## src/design/otsb_pkg.sv

```systemverilog
`default_nettype none

package otsb_pkg;

  // field widths of the words
  localparam int unsigned MODE_W    = 3;
  localparam int unsigned INST_FW   = 2;
  localparam int unsigned SLOT_FW   = 3;
  localparam int unsigned DATA_W    = 32;
  localparam int unsigned RIDX_W    = 6;
  localparam int unsigned KIND_W    = 2;

  // widest slot counter the parameter range needs (up to 16 slots)
  localparam int unsigned SLOT_MAXW = 4;

  // default table shape
  localparam int unsigned NUM_INSTRUMENTS_DEF      = 4;
  localparam int unsigned SLOTS_PER_INSTRUMENT_DEF = 8;

  // update modes
  localparam logic [MODE_W-1:0] MODE_ADD     = 3'd0;
  localparam logic [MODE_W-1:0] MODE_MODIFY  = 3'd1;
  localparam logic [MODE_W-1:0] MODE_CANCEL  = 3'd2;
  localparam logic [MODE_W-1:0] MODE_OTHER   = 3'd3;
  localparam logic [MODE_W-1:0] MODE_PUBLISH = 3'd4;

  // snapshot record kinds
  localparam logic [KIND_W-1:0] KIND_START = 2'd0;
  localparam logic [KIND_W-1:0] KIND_CLEAR = 2'd1;
  localparam logic [KIND_W-1:0] KIND_ORDER = 2'd2;
  localparam logic [KIND_W-1:0] KIND_END   = 2'd3;

  // incoming update or publish word
  typedef struct packed {
    logic [MODE_W-1:0]  mode;
    logic [INST_FW-1:0] instrument;
    logic [SLOT_FW-1:0] order_slot;
    logic               side;
    logic [DATA_W-1:0]  price;
    logic [DATA_W-1:0]  quantity;
    logic [DATA_W-1:0]  sequence_req;
  } in_t;

  // outgoing snapshot record word
  typedef struct packed {
    logic [RIDX_W-1:0]  record_index;
    logic [KIND_W-1:0]  record_kind;
    logic [INST_FW-1:0] out_instrument;
    logic [DATA_W-1:0]  order_or_sequence;
    logic               out_side;
    logic [DATA_W-1:0]  out_price;
    logic [DATA_W-1:0]  out_quantity;
    logic               last_record;
  } out_t;

  // table lookup from the snapshot walker
  typedef struct packed {
    logic                 rd_en;
    logic [INST_FW-1:0]   inst;
    logic [SLOT_MAXW-1:0] slot;
  } lookup_req_t;

  // live flag is immediate, entry data follows in the cycle after rd_en
  typedef struct packed {
    logic              live;
    logic              side;
    logic [DATA_W-1:0] price;
    logic [DATA_W-1:0] quantity;
  } lookup_rsp_t;

endpackage

`default_nettype wire

```

## src/design/otsb_ram.sv

```systemverilog
`default_nettype none

module otsb_ram #(
  parameter int unsigned WIDTH = 32,
  parameter int unsigned DEPTH = 32
) (
  input  wire logic                     clk_i,
  input  wire logic                     we_i,
  input  wire logic [$clog2(DEPTH)-1:0] waddr_i,
  input  wire logic [WIDTH-1:0]         wdata_i,
  input  wire logic                     re_i,
  input  wire logic [$clog2(DEPTH)-1:0] raddr_i,
  output logic      [WIDTH-1:0]         rdata_o
);

  logic [WIDTH-1:0] mem_q [DEPTH];

  // write port
  always_ff @(posedge clk_i) begin
    if (we_i) begin
      mem_q[waddr_i] <= wdata_i;
    end
  end

  // registered read, held while not enabled
  always_ff @(posedge clk_i) begin
    if (re_i) begin
      rdata_o <= mem_q[raddr_i];
    end
  end

endmodule

`default_nettype wire

```

## src/design/otsb_table.sv

```systemverilog
`default_nettype none

module otsb_table #(
  parameter int unsigned NUM_INSTRUMENTS      = otsb_pkg::NUM_INSTRUMENTS_DEF,
  parameter int unsigned SLOTS_PER_INSTRUMENT = otsb_pkg::SLOTS_PER_INSTRUMENT_DEF
) (
  input  wire logic                 clk_i,
  input  wire logic                 rst_ni,
  input  wire logic                 upd_valid_i,
  input  wire otsb_pkg::in_t        upd_i,
  input  wire otsb_pkg::lookup_req_t lookup_i,
  output otsb_pkg::lookup_rsp_t     lookup_o
);

  import otsb_pkg::*;

  localparam int unsigned INST_W = (NUM_INSTRUMENTS > 1) ? $clog2(NUM_INSTRUMENTS) : 1;
  localparam int unsigned SLOT_W =
    (SLOTS_PER_INSTRUMENT > 1) ? $clog2(SLOTS_PER_INSTRUMENT) : 1;
  localparam int unsigned ADDR_W = INST_W + SLOT_W;
  localparam int unsigned DEPTH  = 1 << ADDR_W;
  localparam int unsigned PQ_W   = 2 * DATA_W;

  logic                 live_q [DEPTH];
  logic                 in_range;
  logic [SLOT_MAXW-1:0] upd_slot_ext;
  logic [ADDR_W-1:0]    wr_addr;
  logic [ADDR_W-1:0]    rd_addr;
  logic                 is_add;
  logic                 is_modify;
  logic                 is_cancel;
  logic                 side_we;
  logic                 pq_we;
  logic [0:0]           side_rdata;
  logic [PQ_W-1:0]      pq_rdata;

  // entry address of the update, only used when in range
  assign in_range = (32'(upd_i.instrument) < NUM_INSTRUMENTS) &&
                    (32'(upd_i.order_slot) < SLOTS_PER_INSTRUMENT);
  assign upd_slot_ext = SLOT_MAXW'(upd_i.order_slot);
  assign wr_addr = {upd_i.instrument[INST_W-1:0], upd_slot_ext[SLOT_W-1:0]};
  assign rd_addr = {lookup_i.inst[INST_W-1:0], lookup_i.slot[SLOT_W-1:0]};

  assign is_add    = upd_valid_i && in_range && (upd_i.mode == MODE_ADD);
  assign is_modify = upd_valid_i && in_range && (upd_i.mode == MODE_MODIFY);
  assign is_cancel = upd_valid_i && in_range && (upd_i.mode == MODE_CANCEL);

  // side only on add, price and quantity on add or on modify of a live slot
  assign side_we = is_add;
  assign pq_we   = is_add || (is_modify && live_q[wr_addr]);

  // live flags in flops, cleared at reset
  always_ff @(posedge clk_i or negedge rst_ni) begin
    if (!rst_ni) begin
      for (int i = 0; i < DEPTH; i++) begin
        live_q[i] <= 1'b0;
      end
    end else if (is_add) begin
      live_q[wr_addr] <= 1'b1;
    end else if (is_cancel) begin
      live_q[wr_addr] <= 1'b0;
    end
  end

  otsb_ram #(
    .WIDTH (1),
    .DEPTH (DEPTH)
  ) u_side_ram (
    .clk_i   (clk_i),
    .we_i    (side_we),
    .waddr_i (wr_addr),
    .wdata_i (upd_i.side),
    .re_i    (lookup_i.rd_en),
    .raddr_i (rd_addr),
    .rdata_o (side_rdata)
  );

  otsb_ram #(
    .WIDTH (PQ_W),
    .DEPTH (DEPTH)
  ) u_pq_ram (
    .clk_i   (clk_i),
    .we_i    (pq_we),
    .waddr_i (wr_addr),
    .wdata_i ({upd_i.price, upd_i.quantity}),
    .re_i    (lookup_i.rd_en),
    .raddr_i (rd_addr),
    .rdata_o (pq_rdata)
  );

  // lookup response
  assign lookup_o.live     = live_q[rd_addr];
  assign lookup_o.side     = side_rdata[0];
  assign lookup_o.price    = pq_rdata[PQ_W-1:DATA_W];
  assign lookup_o.quantity = pq_rdata[DATA_W-1:0];

  a_add_sets_live: assert property (@(posedge clk_i) disable iff (!rst_ni)
    is_add |=> live_q[$past(wr_addr)])
    else $error("add did not mark slot live");

  a_cancel_clears_live: assert property (@(posedge clk_i) disable iff (!rst_ni)
    is_cancel |=> !live_q[$past(wr_addr)])
    else $error("cancel did not empty slot");

endmodule

`default_nettype wire

```

## src/design/otsb_snap.sv

```systemverilog
`default_nettype none

module otsb_snap #(
  parameter int unsigned NUM_INSTRUMENTS      = otsb_pkg::NUM_INSTRUMENTS_DEF,
  parameter int unsigned SLOTS_PER_INSTRUMENT = otsb_pkg::SLOTS_PER_INSTRUMENT_DEF
) (
  input  wire logic                          clk_i,
  input  wire logic                          rst_ni,
  input  wire logic                          start_i,
  input  wire logic [otsb_pkg::DATA_W-1:0]   last_seq_i,
  output logic                               busy_o,
  output otsb_pkg::lookup_req_t              lookup_o,
  input  wire otsb_pkg::lookup_rsp_t         lookup_i,
  output logic                               out_valid_o,
  input  wire logic                          out_stall_i,
  output otsb_pkg::out_t                     out_o
);

  import otsb_pkg::*;

  localparam int unsigned INST_W = (NUM_INSTRUMENTS > 1) ? $clog2(NUM_INSTRUMENTS) : 1;
  localparam int unsigned SLOT_W =
    (SLOTS_PER_INSTRUMENT > 1) ? $clog2(SLOTS_PER_INSTRUMENT) : 1;

  typedef enum logic [5:0] {
    S_IDLE  = 6'b000001,
    S_START = 6'b000010,
    S_CLEAR = 6'b000100,
    S_SCAN  = 6'b001000,
    S_ORDER = 6'b010000,
    S_END   = 6'b100000
  } state_e;

  state_e               state_q, state_d;
  logic [INST_W-1:0]    inst_q, inst_d;
  logic [SLOT_W-1:0]    slot_q, slot_d;
  logic [RIDX_W-1:0]    idx_q, idx_d;
  logic                 out_valid_q;
  out_t                 out_q;
  out_t                 rec;
  logic                 load;
  logic                 out_free;
  logic                 last_slot;
  logic                 last_inst;
  state_e               adv_state;
  logic [INST_W-1:0]    adv_inst;
  logic [SLOT_W-1:0]    adv_slot;
  logic [INST_FW-1:0]   inst_ext;
  logic [SLOT_MAXW-1:0] slot_ext;

  assign out_free  = !out_valid_q || !out_stall_i;
  assign last_slot = (slot_q == SLOT_W'(SLOTS_PER_INSTRUMENT - 1));
  assign last_inst = (inst_q == INST_W'(NUM_INSTRUMENTS - 1));

  // widen walk position to field widths
  always_comb begin
    inst_ext = '0;
    slot_ext = '0;
    inst_ext[INST_W-1:0] = inst_q;
    slot_ext[SLOT_W-1:0] = slot_q;
  end

  // next position after the current slot
  always_comb begin
    adv_state = S_SCAN;
    adv_inst  = inst_q;
    adv_slot  = slot_q + SLOT_W'(1);
    if (last_slot) begin
      adv_slot = slot_q;
      if (last_inst) begin
        adv_state = S_END;
      end else begin
        adv_state = S_CLEAR;
        adv_inst  = inst_q + INST_W'(1);
      end
    end
  end

  // snapshot walk sequencer
  always_comb begin
    state_d        = state_q;
    inst_d         = inst_q;
    slot_d         = slot_q;
    idx_d          = idx_q;
    load           = 1'b0;
    rec            = '0;
    rec.record_index = idx_q;
    lookup_o.rd_en = 1'b0;
    lookup_o.inst  = inst_ext;
    lookup_o.slot  = slot_ext;
    unique case (state_q)
      S_IDLE: begin
        if (start_i) begin
          idx_d   = '0;
          state_d = S_START;
        end
      end
      S_START: begin
        rec.record_kind       = KIND_START;
        rec.order_or_sequence = last_seq_i;
        if (out_free) begin
          load    = 1'b1;
          idx_d   = idx_q + RIDX_W'(1);
          inst_d  = '0;
          state_d = S_CLEAR;
        end
      end
      S_CLEAR: begin
        rec.record_kind    = KIND_CLEAR;
        rec.out_instrument = inst_ext;
        if (out_free) begin
          load    = 1'b1;
          idx_d   = idx_q + RIDX_W'(1);
          slot_d  = '0;
          state_d = S_SCAN;
        end
      end
      S_SCAN: begin
        if (lookup_i.live) begin
          lookup_o.rd_en = 1'b1;
          state_d        = S_ORDER;
        end else begin
          inst_d  = adv_inst;
          slot_d  = adv_slot;
          state_d = adv_state;
        end
      end
      S_ORDER: begin
        rec.record_kind       = KIND_ORDER;
        rec.out_instrument    = inst_ext;
        rec.order_or_sequence = DATA_W'(slot_ext);
        rec.out_side          = lookup_i.side;
        rec.out_price         = lookup_i.price;
        rec.out_quantity      = lookup_i.quantity;
        if (out_free) begin
          load    = 1'b1;
          idx_d   = idx_q + RIDX_W'(1);
          inst_d  = adv_inst;
          slot_d  = adv_slot;
          state_d = adv_state;
        end
      end
      S_END: begin
        rec.record_kind       = KIND_END;
        rec.order_or_sequence = last_seq_i;
        rec.last_record       = 1'b1;
        if (out_free) begin
          load    = 1'b1;
          state_d = S_IDLE;
        end
      end
      default: begin
        state_d = S_IDLE;
      end
    endcase
  end

  // control registers
  always_ff @(posedge clk_i or negedge rst_ni) begin
    if (!rst_ni) begin
      state_q     <= S_IDLE;
      inst_q      <= '0;
      slot_q      <= '0;
      idx_q       <= '0;
      out_valid_q <= 1'b0;
    end else begin
      state_q <= state_d;
      inst_q  <= inst_d;
      slot_q  <= slot_d;
      idx_q   <= idx_d;
      if (load) begin
        out_valid_q <= 1'b1;
      end else if (!out_stall_i) begin
        out_valid_q <= 1'b0;
      end
    end
  end

  // output word register
  always_ff @(posedge clk_i) begin
    if (load) begin
      out_q <= rec;
    end
  end

  assign busy_o      = (state_q != S_IDLE);
  assign out_valid_o = out_valid_q;
  assign out_o       = out_q;

  a_order_is_live: assert property (@(posedge clk_i) disable iff (!rst_ni)
    state_q == S_ORDER |-> lookup_i.live)
    else $error("order record from an empty slot");

  a_end_returns_idle: assert property (@(posedge clk_i) disable iff (!rst_ni)
    load && rec.last_record |=> state_q == S_IDLE)
    else $error("walk did not finish after end record");

  a_start_index_zero: assert property (@(posedge clk_i) disable iff (!rst_ni)
    state_q == S_START |-> idx_q == '0)
    else $error("snapshot run does not number from zero");

endmodule

`default_nettype wire

```

## src/design/order_table_snapshot_builder_unit.sv

```systemverilog
// updates (add, modify, cancel, other): one word per cycle while not busy, no result word
// publish: the start state registers the start record after acceptance, then a clear
// record per instrument, a scan step per slot plus a table read and order record for each
// live order, then the end record; input stalls until the end record is registered
// reset: live flags and last sequence clear at once, no clearing pass
`default_nettype none

module order_table_snapshot_builder_unit #(
  parameter int unsigned NUM_INSTRUMENTS      = otsb_pkg::NUM_INSTRUMENTS_DEF,
  parameter int unsigned SLOTS_PER_INSTRUMENT = otsb_pkg::SLOTS_PER_INSTRUMENT_DEF
) (
  input  wire logic           clk_i,
  input  wire logic           rst_ni,
  input  wire logic           in_valid_i,
  output logic                in_stall_o,
  input  wire otsb_pkg::in_t  in_i,
  output logic                out_valid_o,
  input  wire logic           out_stall_i,
  output otsb_pkg::out_t      out_o
);

  import otsb_pkg::*;

  logic              busy;
  logic              accept;
  logic              upd_valid;
  logic              start;
  logic [DATA_W-1:0] last_seq_q;
  lookup_req_t       lookup_req;
  lookup_rsp_t       lookup_rsp;

  // words are taken only while no snapshot is being walked
  assign in_stall_o = busy;
  assign accept     = in_valid_i && !busy;
  assign start      = accept && (in_i.mode == MODE_PUBLISH);
  assign upd_valid  = accept && (in_i.mode != MODE_PUBLISH);

  // last sequence seen on any update
  always_ff @(posedge clk_i or negedge rst_ni) begin
    if (!rst_ni) begin
      last_seq_q <= '0;
    end else if (upd_valid) begin
      last_seq_q <= in_i.sequence_req;
    end
  end

  otsb_table #(
    .NUM_INSTRUMENTS      (NUM_INSTRUMENTS),
    .SLOTS_PER_INSTRUMENT (SLOTS_PER_INSTRUMENT)
  ) u_table (
    .clk_i       (clk_i),
    .rst_ni      (rst_ni),
    .upd_valid_i (upd_valid),
    .upd_i       (in_i),
    .lookup_i    (lookup_req),
    .lookup_o    (lookup_rsp)
  );

  otsb_snap #(
    .NUM_INSTRUMENTS      (NUM_INSTRUMENTS),
    .SLOTS_PER_INSTRUMENT (SLOTS_PER_INSTRUMENT)
  ) u_snap (
    .clk_i       (clk_i),
    .rst_ni      (rst_ni),
    .start_i     (start),
    .last_seq_i  (last_seq_q),
    .busy_o      (busy),
    .lookup_o    (lookup_req),
    .lookup_i    (lookup_rsp),
    .out_valid_o (out_valid_o),
    .out_stall_i (out_stall_i),
    .out_o       (out_o)
  );

endmodule

`default_nettype wire
```

## config.mk

```make
export PLATFORM = sky130hd
export DESIGN_NAME = order_table_snapshot_builder_unit
export DESIGN_NICKNAME = d
export VERILOG_FILES = /design/src/design/otsb_pkg.sv /design/src/design/otsb_ram.sv /design/src/design/otsb_table.sv /design/src/design/otsb_snap.sv /design/src/design/order_table_snapshot_builder_unit.sv
export SDC_FILE = /design/constraint.sdc
export NUM_CORES = 2
export LEC_CHECK = 0
export BUFFER_PORTS_ARGS = -buffer_cell sky130_fd_sc_hd__buf_2
export CORE_MARGIN = 2
export CORE_UTILIZATION = 55
export DETAILED_ROUTE_END_ITERATION = 6
export PLACE_DENSITY = 0.74
export SYNTH_ARGS = -nofsm -noshare
export SYNTH_HDL_FRONTEND = slang
export SYNTH_SLANG_ARGS = --single-unit
export TNS_END_PERCENT = 30
```

## constraint.sdc

```tcl
create_clock -name clk_i -period 6.9 [get_ports clk_i]
set_clock_uncertainty 0.1 [all_clocks]
set_input_delay 0.345 -clock clk_i [delete_from_list [all_inputs] [get_ports clk_i]]
set_output_delay 0.345 -clock clk_i [all_outputs]
set_load 0.03 [all_outputs]
```

==> out/summary.json <==
{
  "clkTransAtPathRegs_ns": 0.06,
  "area_after_detailed_placement_sq_mm": 0.0931,
  "num_io_pins": 219,
  "class_of_the_most_critical_hold_timing_path": "input port to register",
  "yosysSeqAreaShare_pct": 78.3,
  "clock_latency_ns": 0.86,
  "core_area_sq_mm": 0.161,
  "number_of_global_route_vias_before_repair": 42177,
  "initial_utilization_pct": 55.4,
  "cp.required_ns": 7.27,
  "post-cts-setup-buffers": 0,
  "synthesis.yosys.warnings": 0,
  "syn-mean-instance-area_sq_um": 23.9,
  "finalWorstSetupSlack_ns": 2.60,
  "period_share_pct": 62.3,
  "synthToLayoutAreaGrowth_pct": 13.6,
  "via_count": 42032,
  "setup_tns_ns": 0,
  "rsz0062_at_grt": "no",
  "grt_max_degree": 172,
  "hpwlAfterDp_mm": 103,
  "yosys_register_bits": 2335,
  "synth_enable_flop_cells": 2253,
  "port_buffers": 218,
  "cts-hold-fix-buffers": 111,
  "placement_rows": 147,
  "irDropWorstVdd_uv": 315,
  "critical_path_arrival_ns": 4.67,
  "post_cts_resized": 0,
  "die-width_um": 406,
  "dieArea_sq_mm": 0.165,
  "numClockSinks": 2335,
  "syn_inst_count": 3730,
  "p_per_area_mw_per_mm2": 295,
  "post_synth_num_cell_types": 56,
  "firstDrtPassIters": 6,
  "cts_buffer_depth": 3,
  "timing.max_slew.rel_slack_pct": 16.1,
  "async_reset_ff_share_pct": 3.51,
  "grt_first_pass_wirelength_mm": 302,
  "post_drt_wl_per_cell_um": 31.9,
  "hold_violations_final": 0,
  "ant_nets": 0,
  "min_period_ns": 4.30,
  "drive_above_1_share_pct": 32.2,
  "run_status": "finished, final reports clean",
  "worst_slew_pin_slew_ns": 1.26,
  "global_route.overflow_total": 0,
  "post-layout-total-power_mw": 29.8,
  "layout.nets": 4277,
  "cts_tree": "built",
  "avgViaCountPerCell": 6.45,
  "post-route-drc-count": 0,
  "synth_fp_nets": 3843,
  "syn_area_sq_mm": 0.0890,
  "post_route_design_area_sq_mm": 0.101,
  "clk_root_buffer_cell": "clkbuf_16",
  "critical_path_startpoint_category": "input port",
  "r2r_slack_ns": 2.66,
  "groute.usage.overall_pct": 25.6,
  "routabilityCongestion": 0.865,
  "path_class": "input port to register",
  "max_clock_freq_ghz": 0.233,
  "worstSetupEndpointType": "register",
  "ys_dominant_reg_cell": "edfxtp_1",
  "route.final.wire_length_mm": 208,
  "clock_tree.htree_level_count": 4,
  "static-leakage-power_nw": 31.1,
  "maxCapViolations": 0,
  "finalSetupViolations": 0,
  "numCtsBuffers": 222,
  "preCtsSetupSlack_ns": 2.56,
  "drt_first_iter_violations": 5966,
  "antenna_violations_before_repair": 13,
  "die_h_um": 406,
  "final_max_slew_viol_count": 0,
  "crit_path_max_fanout": 43
}
[cell usage after synthesis, types with 2 or more instances]
master,instances,share of area [%]
nor4bb_1,2,0.022
buf_4,2,0.017
clkbuf_1,92,0.39
ha_1,4,0.056
nand3_1,9,0.051
o211ai_1,2,0.017
and2_1,98,0.69
a22o_1,4,0.039
and3_1,3,0.021
xor2_1,8,0.079
dfrtp_1,81,2.3
nor2_1,86,0.36
o21ai_0,55,0.31
nor2b_1,8,0.056
and4_1,2,0.020
nand4_1,4,0.028
buf_2,69,0.39
a21oi_1,10,0.056
mux2_2,96,1.2
a21o_1,3,0.025
nor3_1,6,0.034
o31ai_1,20,0.17
inv_1,9,0.038
edfxtp_1,2253,76
a22oi_1,5,0.042
mux4_2,658,17
mux2i_1,19,0.21
nand2b_1,7,0.049
buf_1,29,0.12
or3_1,2,0.014
buf_6,7,0.089
nand2_1,52,0.22
or4_1,2,0.017
[metrics by stage]
stage	hold slack, ns	util, %	instances
2_1_floorplan	-0.0506	-	3730
3_3_place_gp	0.227	57.9	5989
3_5_place_dp	0.223	57.9	5989
4_1_cts	0.0115	62.9	6508
5_1_grt	0.0654	62.9	6509
6_report	0.0703	62.9	6513
[final timing paths]
check,start,to,depth (start not counted)
min in group asynchronous,rst_ni,u_snap.state_q[0],3
max in group asynchronous,rst_ni,u_snap.slot_q[1],4
setup reg to reg,u_snap.slot_q[0],u_table.u_pq_ram.rdata_o[35],7
setup / recovery,in_i[100],u_table.u_pq_ram.mem_q[8][41],11
hold reg to reg,u_snap.idx_q[5],u_snap.out_o[107],0
hold / removal,in_valid_i,u_snap.state_q[0],4
[final cells by class]
type | instances | area [sq um]
Multi-Input combinational cell | 1187 | 18700
Clock buffer | 277 | 5800
Sequential cell | 2335 | 69700
Timing Repair Buffer | 409 | 3100
Clock inverter | 131 | 1120
Antenna cell | 5 | 12.5
Fill cell | 10355 | 59600
Tap cell | 2160 | 2700
Inverter | 9 | 33.8
[report_power, final]
part	switching, mW	internal, mW
registers	0.123	15.8
logic	1.17	1.06
clock network	5.18	6.51
total	6.47	23.4
[routing by layer]
metal  routed length, um  vias to the layer above  GRT usage, %
li1                    -                    16760             -
met1               80700                    22518          37.4
met2              102000                     2433          40.4
met3               21200                      313          5.50
met4                4200                        8          5.91
met5                  63                        -             0
[placed cells by master (no fill, tap or decap), types with 58 or more instances in the layout]
master,count
dfrtp_1,76
buf_4,58
mux2_2,96
clkbuf_16,224
buf_2,217
and2_1,98
mux4_2,658
edfxtp_1,2253
dlygate4sd3_1,110
[kinds of logic (layout without fill, tap and decap cells)]
family / after synthesis / in the layout / share of synthesized area, %
AOI/OAI and AO/OA: 114 / 114 / 0.821
adders and majority gates: 4 / 4 / 0.0562
xor gates and xnor gates: 9 / 9 / 0.0885
buffers and inverters: 208 / 826 / 1.04
other: 0 / 5 / 0
and+or+nand+nor: 286 / 286 / 1.63
muxes: 774 / 774 / 18.1
DFF: 2335 / 2335 / 78.3
[worst max-delay path, cell delays in order]
cell           delay [ns]
dlygate4sd3_1        0.54
buf_2                0.16
nand2_1              0.07
dlygate4sd3_1        0.58
nor2_1               0.11
a21oi_1              0.16
o2111ai_1            0.16
a2111o_2             0.51
buf_4                0.38
nor2_4               0.76
buf_4                0.79
[registers in the layout, indices dropped and copies added (netlist names), named ones only]
| register | count |
|---|---|
| u_table.u_pq_ram.mem_q | 2048 |
| u_snap.out_o | 108 |
| u_table.u_pq_ram.rdata_o | 64 |
| last_seq_q | 32 |
| u_table.u_side_ram.mem_q | 32 |
| u_snap.idx_q | 6 |
| u_snap.state_q | 6 |
| u_snap.slot_q | 3 |
| u_snap.inst_ext | 2 |
| u_snap.out_valid_o | 1 |
| u_table.u_side_ram.rdata_o | 1 |
(Power assumes the default switching activity.)
